==> src/rtl/pmct_pkg.sv <==
`timescale 1ns / 1ps

package pmct_pkg;

    localparam int PMCT_POSITION_BITS = 16;

    localparam int BYTE_BITS   = 8;
    localparam int LIMIT_BITS  = 16;
    localparam int DELTA_BITS  = 10;
    localparam int TDATA_BITS  = 40;
    localparam int TUSER_BITS  = 1;
    localparam int CFG_IDX_BITS = 1;

    localparam int CURSOR_MARGIN = 8;

    localparam logic [LIMIT_BITS-1:0] X_LIMIT_RESET = LIMIT_BITS'(1024 - CURSOR_MARGIN);
    localparam logic [LIMIT_BITS-1:0] Y_LIMIT_RESET = LIMIT_BITS'(768 - CURSOR_MARGIN);

    localparam logic signed [DELTA_BITS-1:0] SIGN_WEIGHT = 10'sh100;

    localparam logic [CFG_IDX_BITS-1:0] REG_X_LIMIT = 1'b0;
    localparam logic [CFG_IDX_BITS-1:0] REG_Y_LIMIT = 1'b1;

    typedef enum logic [1:0] {
        PHASE_STATUS = 2'd0,
        PHASE_X      = 2'd1,
        PHASE_Y      = 2'd2
    } phase_t;

    typedef struct packed {
        logic                 complete;
        logic [BYTE_BITS-1:0] status;
        logic [BYTE_BITS-1:0] x_delta;
        logic [BYTE_BITS-1:0] y_delta;
    } pkt_t;

endpackage

==> src/rtl/pmct_framer.sv <==
`timescale 1ns / 1ps

module pmct_framer
    import pmct_pkg::*;
(
    input  logic                 clk,
    input  logic                 rst_n,
    input  logic                 fire,
    input  logic [BYTE_BITS-1:0] data_byte,
    output pkt_t                 pkt
);

    phase_t               phase_reg;
    phase_t               phase_next;
    logic [BYTE_BITS-1:0] status_reg;
    logic [BYTE_BITS-1:0] x_delta_reg;

    // A status byte without its always-one bit is dropped and framing restarts.
    always_comb
    begin
        unique case (phase_reg)
            PHASE_X:
            begin
                phase_next = PHASE_Y;
            end
            PHASE_Y:
            begin
                phase_next = PHASE_STATUS;
            end
            default:
            begin
                phase_next = data_byte[3] ? PHASE_X : PHASE_STATUS;
            end
        endcase
    end

    always_comb
    begin
        pkt.complete = fire && (phase_reg == PHASE_Y);
        pkt.status   = status_reg;
        pkt.x_delta  = x_delta_reg;
        pkt.y_delta  = data_byte;
    end

    always_ff @(posedge clk or negedge rst_n)
    begin
        if (!rst_n)
        begin
            phase_reg   <= PHASE_STATUS;
            status_reg  <= '0;
            x_delta_reg <= '0;
        end
        else if (fire)
        begin
            phase_reg <= phase_next;
            if ((phase_reg != PHASE_X) && (phase_reg != PHASE_Y) && data_byte[3])
            begin
                status_reg <= data_byte;
            end
            if (phase_reg == PHASE_X)
            begin
                x_delta_reg <= data_byte;
            end
        end
    end

endmodule

==> src/rtl/pmct_axis_clamp.sv <==
`timescale 1ns / 1ps

module pmct_axis_clamp
    import pmct_pkg::*;
#(
    parameter int POSITION_BITS = PMCT_POSITION_BITS
)
(
    input  logic [POSITION_BITS-1:0]     pos,
    input  logic signed [DELTA_BITS-1:0] delta,
    input  logic [LIMIT_BITS-1:0]        limit,
    output logic [POSITION_BITS-1:0]     pos_new
);

    localparam int EXT_BITS = ((POSITION_BITS > LIMIT_BITS) ? POSITION_BITS : LIMIT_BITS) + 2;

    logic signed [EXT_BITS-1:0] pos_ext;
    logic signed [EXT_BITS-1:0] delta_ext;
    logic signed [EXT_BITS-1:0] limit_ext;
    logic signed [EXT_BITS-1:0] max_ext;
    logic signed [EXT_BITS-1:0] sum;
    logic signed [EXT_BITS-1:0] low_clamped;
    logic signed [EXT_BITS-1:0] lim_clamped;
    logic signed [EXT_BITS-1:0] max_clamped;

    always_comb
    begin
        pos_ext     = $signed(EXT_BITS'(pos));
        delta_ext   = EXT_BITS'(delta);
        limit_ext   = $signed(EXT_BITS'(limit));
        max_ext     = $signed(EXT_BITS'({POSITION_BITS{1'b1}}));
        sum         = pos_ext + delta_ext;
        low_clamped = (sum < 0) ? '0 : sum;
        lim_clamped = (low_clamped > limit_ext) ? limit_ext : low_clamped;
        max_clamped = (lim_clamped > max_ext) ? max_ext : lim_clamped;
        pos_new     = max_clamped[POSITION_BITS-1:0];
    end

endmodule

==> src/rtl/ps2_mouse_cursor_tracker_unit.sv <==
`timescale 1ns / 1ps

// PS/2 mouse cursor tracker.
// Mouse bytes enter on the s_ stream, one byte per beat. Every third byte of a
// well-framed packet produces one beat on the m_ stream carrying the cursor
// position and the latched button states; m_tuser flags a packet that was
// discarded for axis overflow, in which case position and buttons are the
// previous ones. Bad status bytes produce no beat.
// The cursor limits are set through the cfg_ write port; the user must write them
// only while the block is idle, which the block itself does not enforce. Index 0
// is the x limit and index 1 the y limit. A byte passes an input register and then
// the framing and clamp logic into the output register. One byte is taken every
// cycle unless the receiver stalls. When the receiver stalls, the result holds in
// the output register and one more byte waits in the input register before
// s_tready drops.
// Reset clears the framing, sets the position to the origin with all buttons
// released, and restores the limits to 1016 and 760.

module ps2_mouse_cursor_tracker_unit
    import pmct_pkg::*;
#(
    parameter int POSITION_BITS = PMCT_POSITION_BITS
)
(
    input  logic                    clk,
    input  logic                    rst_n,

    input  logic                    s_tvalid,
    output logic                    s_tready,
    input  logic [BYTE_BITS-1:0]    s_tdata,   // [7:0] data_byte

    output logic                    m_tvalid,
    input  logic                    m_tready,
    output logic [TDATA_BITS-1:0]   m_tdata,   // [15:0] cursor_x, [31:16] cursor_y,
                                               // [32] left_pressed, [33] right_pressed,
                                               // [34] middle_pressed, [39:35] zero
    output logic [TUSER_BITS-1:0]   m_tuser,   // [0] packet_dropped

    input  logic                    cfg_wen,
    input  logic [CFG_IDX_BITS-1:0] cfg_index,
    input  logic [LIMIT_BITS-1:0]   cfg_wdata
);

    localparam int OUT_EXT_BITS = (POSITION_BITS > LIMIT_BITS) ? POSITION_BITS : LIMIT_BITS;

    logic                     in_valid_reg;
    logic [BYTE_BITS-1:0]     in_byte_reg;
    logic                     advance;
    pkt_t                     pkt;

    logic [LIMIT_BITS-1:0]    x_limit_reg;
    logic [LIMIT_BITS-1:0]    y_limit_reg;
    logic [POSITION_BITS-1:0] pos_x_reg;
    logic [POSITION_BITS-1:0] pos_y_reg;
    logic [2:0]               buttons_reg;

    logic                     dropped;
    logic                     update;
    logic signed [DELTA_BITS-1:0] dx;
    logic signed [DELTA_BITS-1:0] dy;
    logic signed [DELTA_BITS-1:0] dy_neg;
    logic [POSITION_BITS-1:0] pos_x_new;
    logic [POSITION_BITS-1:0] pos_y_new;
    logic [POSITION_BITS-1:0] pos_x_next;
    logic [POSITION_BITS-1:0] pos_y_next;
    logic [2:0]               buttons_next;
    logic [OUT_EXT_BITS-1:0]  x_ext;
    logic [OUT_EXT_BITS-1:0]  y_ext;

    logic                     m_tvalid_reg;
    logic [TDATA_BITS-1:0]    m_tdata_reg;
    logic [TUSER_BITS-1:0]    m_tuser_reg;

    assign advance  = in_valid_reg && (!m_tvalid_reg || m_tready);
    assign s_tready = !in_valid_reg || advance;

    always_ff @(posedge clk or negedge rst_n)
    begin
        if (!rst_n)
        begin
            in_valid_reg <= 1'b0;
        end
        else if (s_tready)
        begin
            in_valid_reg <= s_tvalid;
        end
    end

    always_ff @(posedge clk)
    begin
        if (s_tvalid && s_tready)
        begin
            in_byte_reg <= s_tdata;
        end
    end

    pmct_framer u_framer (
        .clk       (clk),
        .rst_n     (rst_n),
        .fire      (advance),
        .data_byte (in_byte_reg),
        .pkt       (pkt)
    );

    always_comb
    begin
        dx      = $signed({2'b00, pkt.x_delta}) - (pkt.status[4] ? SIGN_WEIGHT : '0);
        dy      = $signed({2'b00, pkt.y_delta}) - (pkt.status[5] ? SIGN_WEIGHT : '0);
        dy_neg  = -dy;
        dropped = pkt.status[7] || pkt.status[6];
        update  = pkt.complete && !dropped;
    end

    pmct_axis_clamp #(
        .POSITION_BITS (POSITION_BITS)
    ) u_clamp_x (
        .pos     (pos_x_reg),
        .delta   (dx),
        .limit   (x_limit_reg),
        .pos_new (pos_x_new)
    );

    pmct_axis_clamp #(
        .POSITION_BITS (POSITION_BITS)
    ) u_clamp_y (
        .pos     (pos_y_reg),
        .delta   (dy_neg),
        .limit   (y_limit_reg),
        .pos_new (pos_y_new)
    );

    always_comb
    begin
        pos_x_next   = update ? pos_x_new : pos_x_reg;
        pos_y_next   = update ? pos_y_new : pos_y_reg;
        buttons_next = update ? pkt.status[2:0] : buttons_reg;
        x_ext        = OUT_EXT_BITS'(pos_x_next);
        y_ext        = OUT_EXT_BITS'(pos_y_next);
    end

    always_ff @(posedge clk or negedge rst_n)
    begin
        if (!rst_n)
        begin
            pos_x_reg   <= '0;
            pos_y_reg   <= '0;
            buttons_reg <= '0;
        end
        else if (advance)
        begin
            pos_x_reg   <= pos_x_next;
            pos_y_reg   <= pos_y_next;
            buttons_reg <= buttons_next;
        end
    end

    always_ff @(posedge clk or negedge rst_n)
    begin
        if (!rst_n)
        begin
            x_limit_reg <= X_LIMIT_RESET;
            y_limit_reg <= Y_LIMIT_RESET;
        end
        else if (cfg_wen)
        begin
            if (cfg_index == REG_X_LIMIT)
            begin
                x_limit_reg <= cfg_wdata;
            end
            if (cfg_index == REG_Y_LIMIT)
            begin
                y_limit_reg <= cfg_wdata;
            end
        end
    end

    always_ff @(posedge clk or negedge rst_n)
    begin
        if (!rst_n)
        begin
            m_tvalid_reg <= 1'b0;
        end
        else if (advance && pkt.complete)
        begin
            m_tvalid_reg <= 1'b1;
        end
        else if (m_tready)
        begin
            m_tvalid_reg <= 1'b0;
        end
    end

    always_ff @(posedge clk)
    begin
        if (advance && pkt.complete)
        begin
            m_tdata_reg <= {5'b00000, buttons_next[2], buttons_next[1], buttons_next[0],
                            y_ext[LIMIT_BITS-1:0], x_ext[LIMIT_BITS-1:0]};
            m_tuser_reg <= dropped;
        end
    end

    assign m_tvalid = m_tvalid_reg;
    assign m_tdata  = m_tdata_reg;
    assign m_tuser  = m_tuser_reg;

endmodule

==> config.mk <==
export PLATFORM = sky130hd
export DESIGN_NAME = ps2_mouse_cursor_tracker_unit
export DESIGN_NICKNAME = d
export VERILOG_FILES = /design/src/rtl/pmct_pkg.sv /design/src/rtl/pmct_framer.sv /design/src/rtl/pmct_axis_clamp.sv /design/src/rtl/ps2_mouse_cursor_tracker_unit.sv
export SDC_FILE = /design/constraint.sdc
export NUM_CORES = 1
export LEC_CHECK = 0
export ABC_AREA = 1
export BUFFER_PORTS_ARGS = -buffer_cell sky130_fd_sc_hd__buf_4
export CELL_PAD_IN_SITES_DETAIL_PLACEMENT = 0
export CELL_PAD_IN_SITES_GLOBAL_PLACEMENT = 1
export CORE_UTILIZATION = 41
export CTS_CLUSTER_DIAMETER = 200
export DETAILED_ROUTE_END_ITERATION = 16
export PLACE_DENSITY = 0.73
export SYNTH_ARGS = -nofsm -noshare
export SYNTH_HDL_FRONTEND = slang
export SYNTH_HIERARCHICAL = 1
export SYNTH_SLANG_ARGS = --single-unit
==> constraint.sdc <==
create_clock -name clk -period 4.5 [get_ports clk]
set_clock_uncertainty 0.05 [all_clocks]
set_input_delay 0.225 -clock clk [delete_from_list [all_inputs] [get_ports clk]]
set_output_delay 0.225 -clock clk [all_outputs]
set_load 0.03 [all_outputs]
==> impl_metrics.csv <==
group,metric,value,unit
setup_path,worst_setup_path_end_kind,"flip-flop",
placed_design,place_ws,-0.267,ns
power,total_power,10.1,mW
placed_design,dp.cells,1788,
sta,rsz0062_at_grt,"true",
clock_network,clock_sinks,130,
setup_path,crit_type,"reg -> reg",
cells_and_area,drive_gt1_share,22.9,%
clock_network,clk_latency,0.42,ns
min_path,holdCritStartpoint,"cfg_wdata[5]",
placed_design,post-dp-hpwl,21.4,mm
min_path,min_to,"y_limit_reg[5]$_DFFE_PN1P_",
clock_network,cts_tree,"done",
sta,fin_ws,-0.0283,ns
logic_synthesis,ys_warn_count,6,
setup_path,cp_slowest_cell,"edfxtp_1",
run_status,status,"complete, but fails checks",
power,ir_worst_vdd,0.000429,V
global_route,antenna_found_initial,0,
cells_and_area,num_antenna_cells,0,
clock_network,cts_root_buf,"clkbuf_16",
cells_and_area,postLayoutCoreUtil,51.5,%
cells_and_area,finalNonFillerCells,1848,
die,io_pins,73,
placed_design,place_area,0.0112,mm^2
placed_design,place_congestion,0.872,
setup_path,r2r_cells,32,
sta,max_freq,221,MHz
global_route,overflow,0,
setup_path,slowest_delay,0.42,ns
sta,fin_hold_ws,0.0128,ns
cells_and_area,largest_reg_flops,35,
flow_run,maxCapViolations,0,
setup_path,cpMostUsedCell,"nand2_1",
setup_path,critPathLaunchType,"flip-flop",
drt,drtIter0Drc,462,
placed_design,port_buffers,67,
drt,vias_per_cell,4.81,
setup_path,rrSetupSlack,-0.03,ns
die,core,0.0243,mm^2
die,num_rows,57,
sta,period_share,101,%
setup_path,r2r_end,"m_tdata[27]$_DFFE_PP_",
setup_path,cp_max_fo,6,
clock_network,cts_buffer_depth,2,
power,p_leak,6.64,nW
global_route,grt_pass1_vias,8481,
die,start_util,41.8,%
sta,finalHoldViolations,0,
clock_network,cts_inserted_buffers,17,
die,die_h,159,um
cells_and_area,fin_area,0.0125,mm^2
sta,slew_violations,0,
logic_synthesis,syn_area,0.0102,mm^2
global_route,grt_pass1_wl,45.2,mm
global_route,grt_max_degree,56,
clock_network,htreeDepth,4,
die,dieArea,0.0254,mm^2
die,die_w,159,um
logic_synthesis,syn_avg_cell_area,7.38,um^2
sta,setup_violations,9,
cells_and_area,final_nets,1613,
clock_network,worst_setup_hold_path_clk_slew,0.07,ns
logic_synthesis,synth_cells,1376,
drt,routed_wl,28.5,mm
power,powerDensity,805,mW/mm^2
drt,firstDrtPassIters,5,
sta,relSlewSlack,38.4,%
cells_and_area,area_delta_synth_final,23.4,%
min_path,hold_class,"in -> reg",
drt,vias,8883,
global_route,grtUsageTotal,22.8,%
drt,ant_nets,0,
run_status,violations,"negative setup slack",
drt,drc,0,
sta,fin_crit,4.53,ns
min_path,holdPathStages,3,
setup_path,regToRegStartpoint,"in_byte_reg[1]$_DFFE_PP_",
setup_path,crit_arrival,4.65,ns
setup_path,critPathRequiredTime,4.63,ns
sta,tns,-0.0926,ns
drt,wl_per_cell,15.4,um
sta,worst_slew_pin_slew,0.921,ns
worst max-delay path by stage:
| stage | start | endpoint | slack, ns | cells after the start |
|---|---|---|---|---|
| 3_5_place_dp | in_byte_reg[1]$_DFFE_PP_ | m_tdata[20]$_DFFE_PP_ | -0.27 | 30 |
| 6_report | in_byte_reg[1]$_DFFE_PP_ | m_tdata[27]$_DFFE_PP_ | -0.03 | 32 |
| 3_3_place_gp | in_byte_reg[1]$_DFFE_PP_ | m_tdata[27]$_DFFE_PP_ | -0.05 | 31 |
| 5_1_grt | in_byte_reg[1]$_DFFE_PP_ | m_tdata[24]$_DFFE_PP_ | -0.28 | 29 |
| 2_1_floorplan | in_byte_reg[2]$_DFFE_PP_ | m_tdata[26]$_DFFE_PP_ | 0.04 | 31 |
| 4_1_cts | in_byte_reg[1]$_DFFE_PP_ | m_tdata[20]$_DFFE_PP_ | 0.002 | 31 |
layer usage:
metal	routed length [um]	track usage, %	vias to the layer above
met2	13300	36.8	183
met1	13800	31.7	4111
li1	-	-	4560
met4	442	6.86	0
met5	0	0	-
met3	952	3.00	29
critical path, delay by kind of cell (launching register included):
kind                       cells  cell delay, ns
and+or+nand+nor               20            2.08
adders and majority gates      3            0.69
buffers and inverters          6            0.60
AOI/OAI and AO/OA              3            0.42
DFF                            1            0.42
power breakdown:
group	internal (mW)	switching (mW)
clock network	0.776	0.597
registers	1.54	0.255
logic	2.77	4.13
total	5.09	4.98
placed cells by master (no fill, tap or decap), types with 8 or more instances in the layout:
cell and instances:
nand2_1 430, inv_1 228, buf_4 139, nand3_1 72
dfrtp_1 72, ha_1 56, nand4_1 46, edfxtp_1 44
nand2_2 41, nand3b_1 41, and2_1 39, nor2_1 37
o21ai_0 37, nor2_4 31, a21oi_1 24, nand2_4 20
clkbuf_16 18, ha_4 13, dfstp_2 13, xor2_1 12
dlygate4sd3_1 12, inv_2 10, nor2_2 8
repair_timing:
item	4_1_cts	5_1_grt
gates resized for setup	7	95
endpoints found under the setup margin	32	46
setup buffers	2	12
hold buffers	12	0
cloned	0	2
pin swaps	1	54
endpoints found under the hold margin	61	0
layout make-up:
cell class,instances,area [um^2]
sequential,130,3490
inverter,241,922
tap,324,405
clock inverter,15,145
timing repair buffer,162,1330
fill,2397,11800
multi-input combinational,958,5790
timing repair inverter,1,11.3
clock buffer,17,425
(Power assumes the default switching activity.)
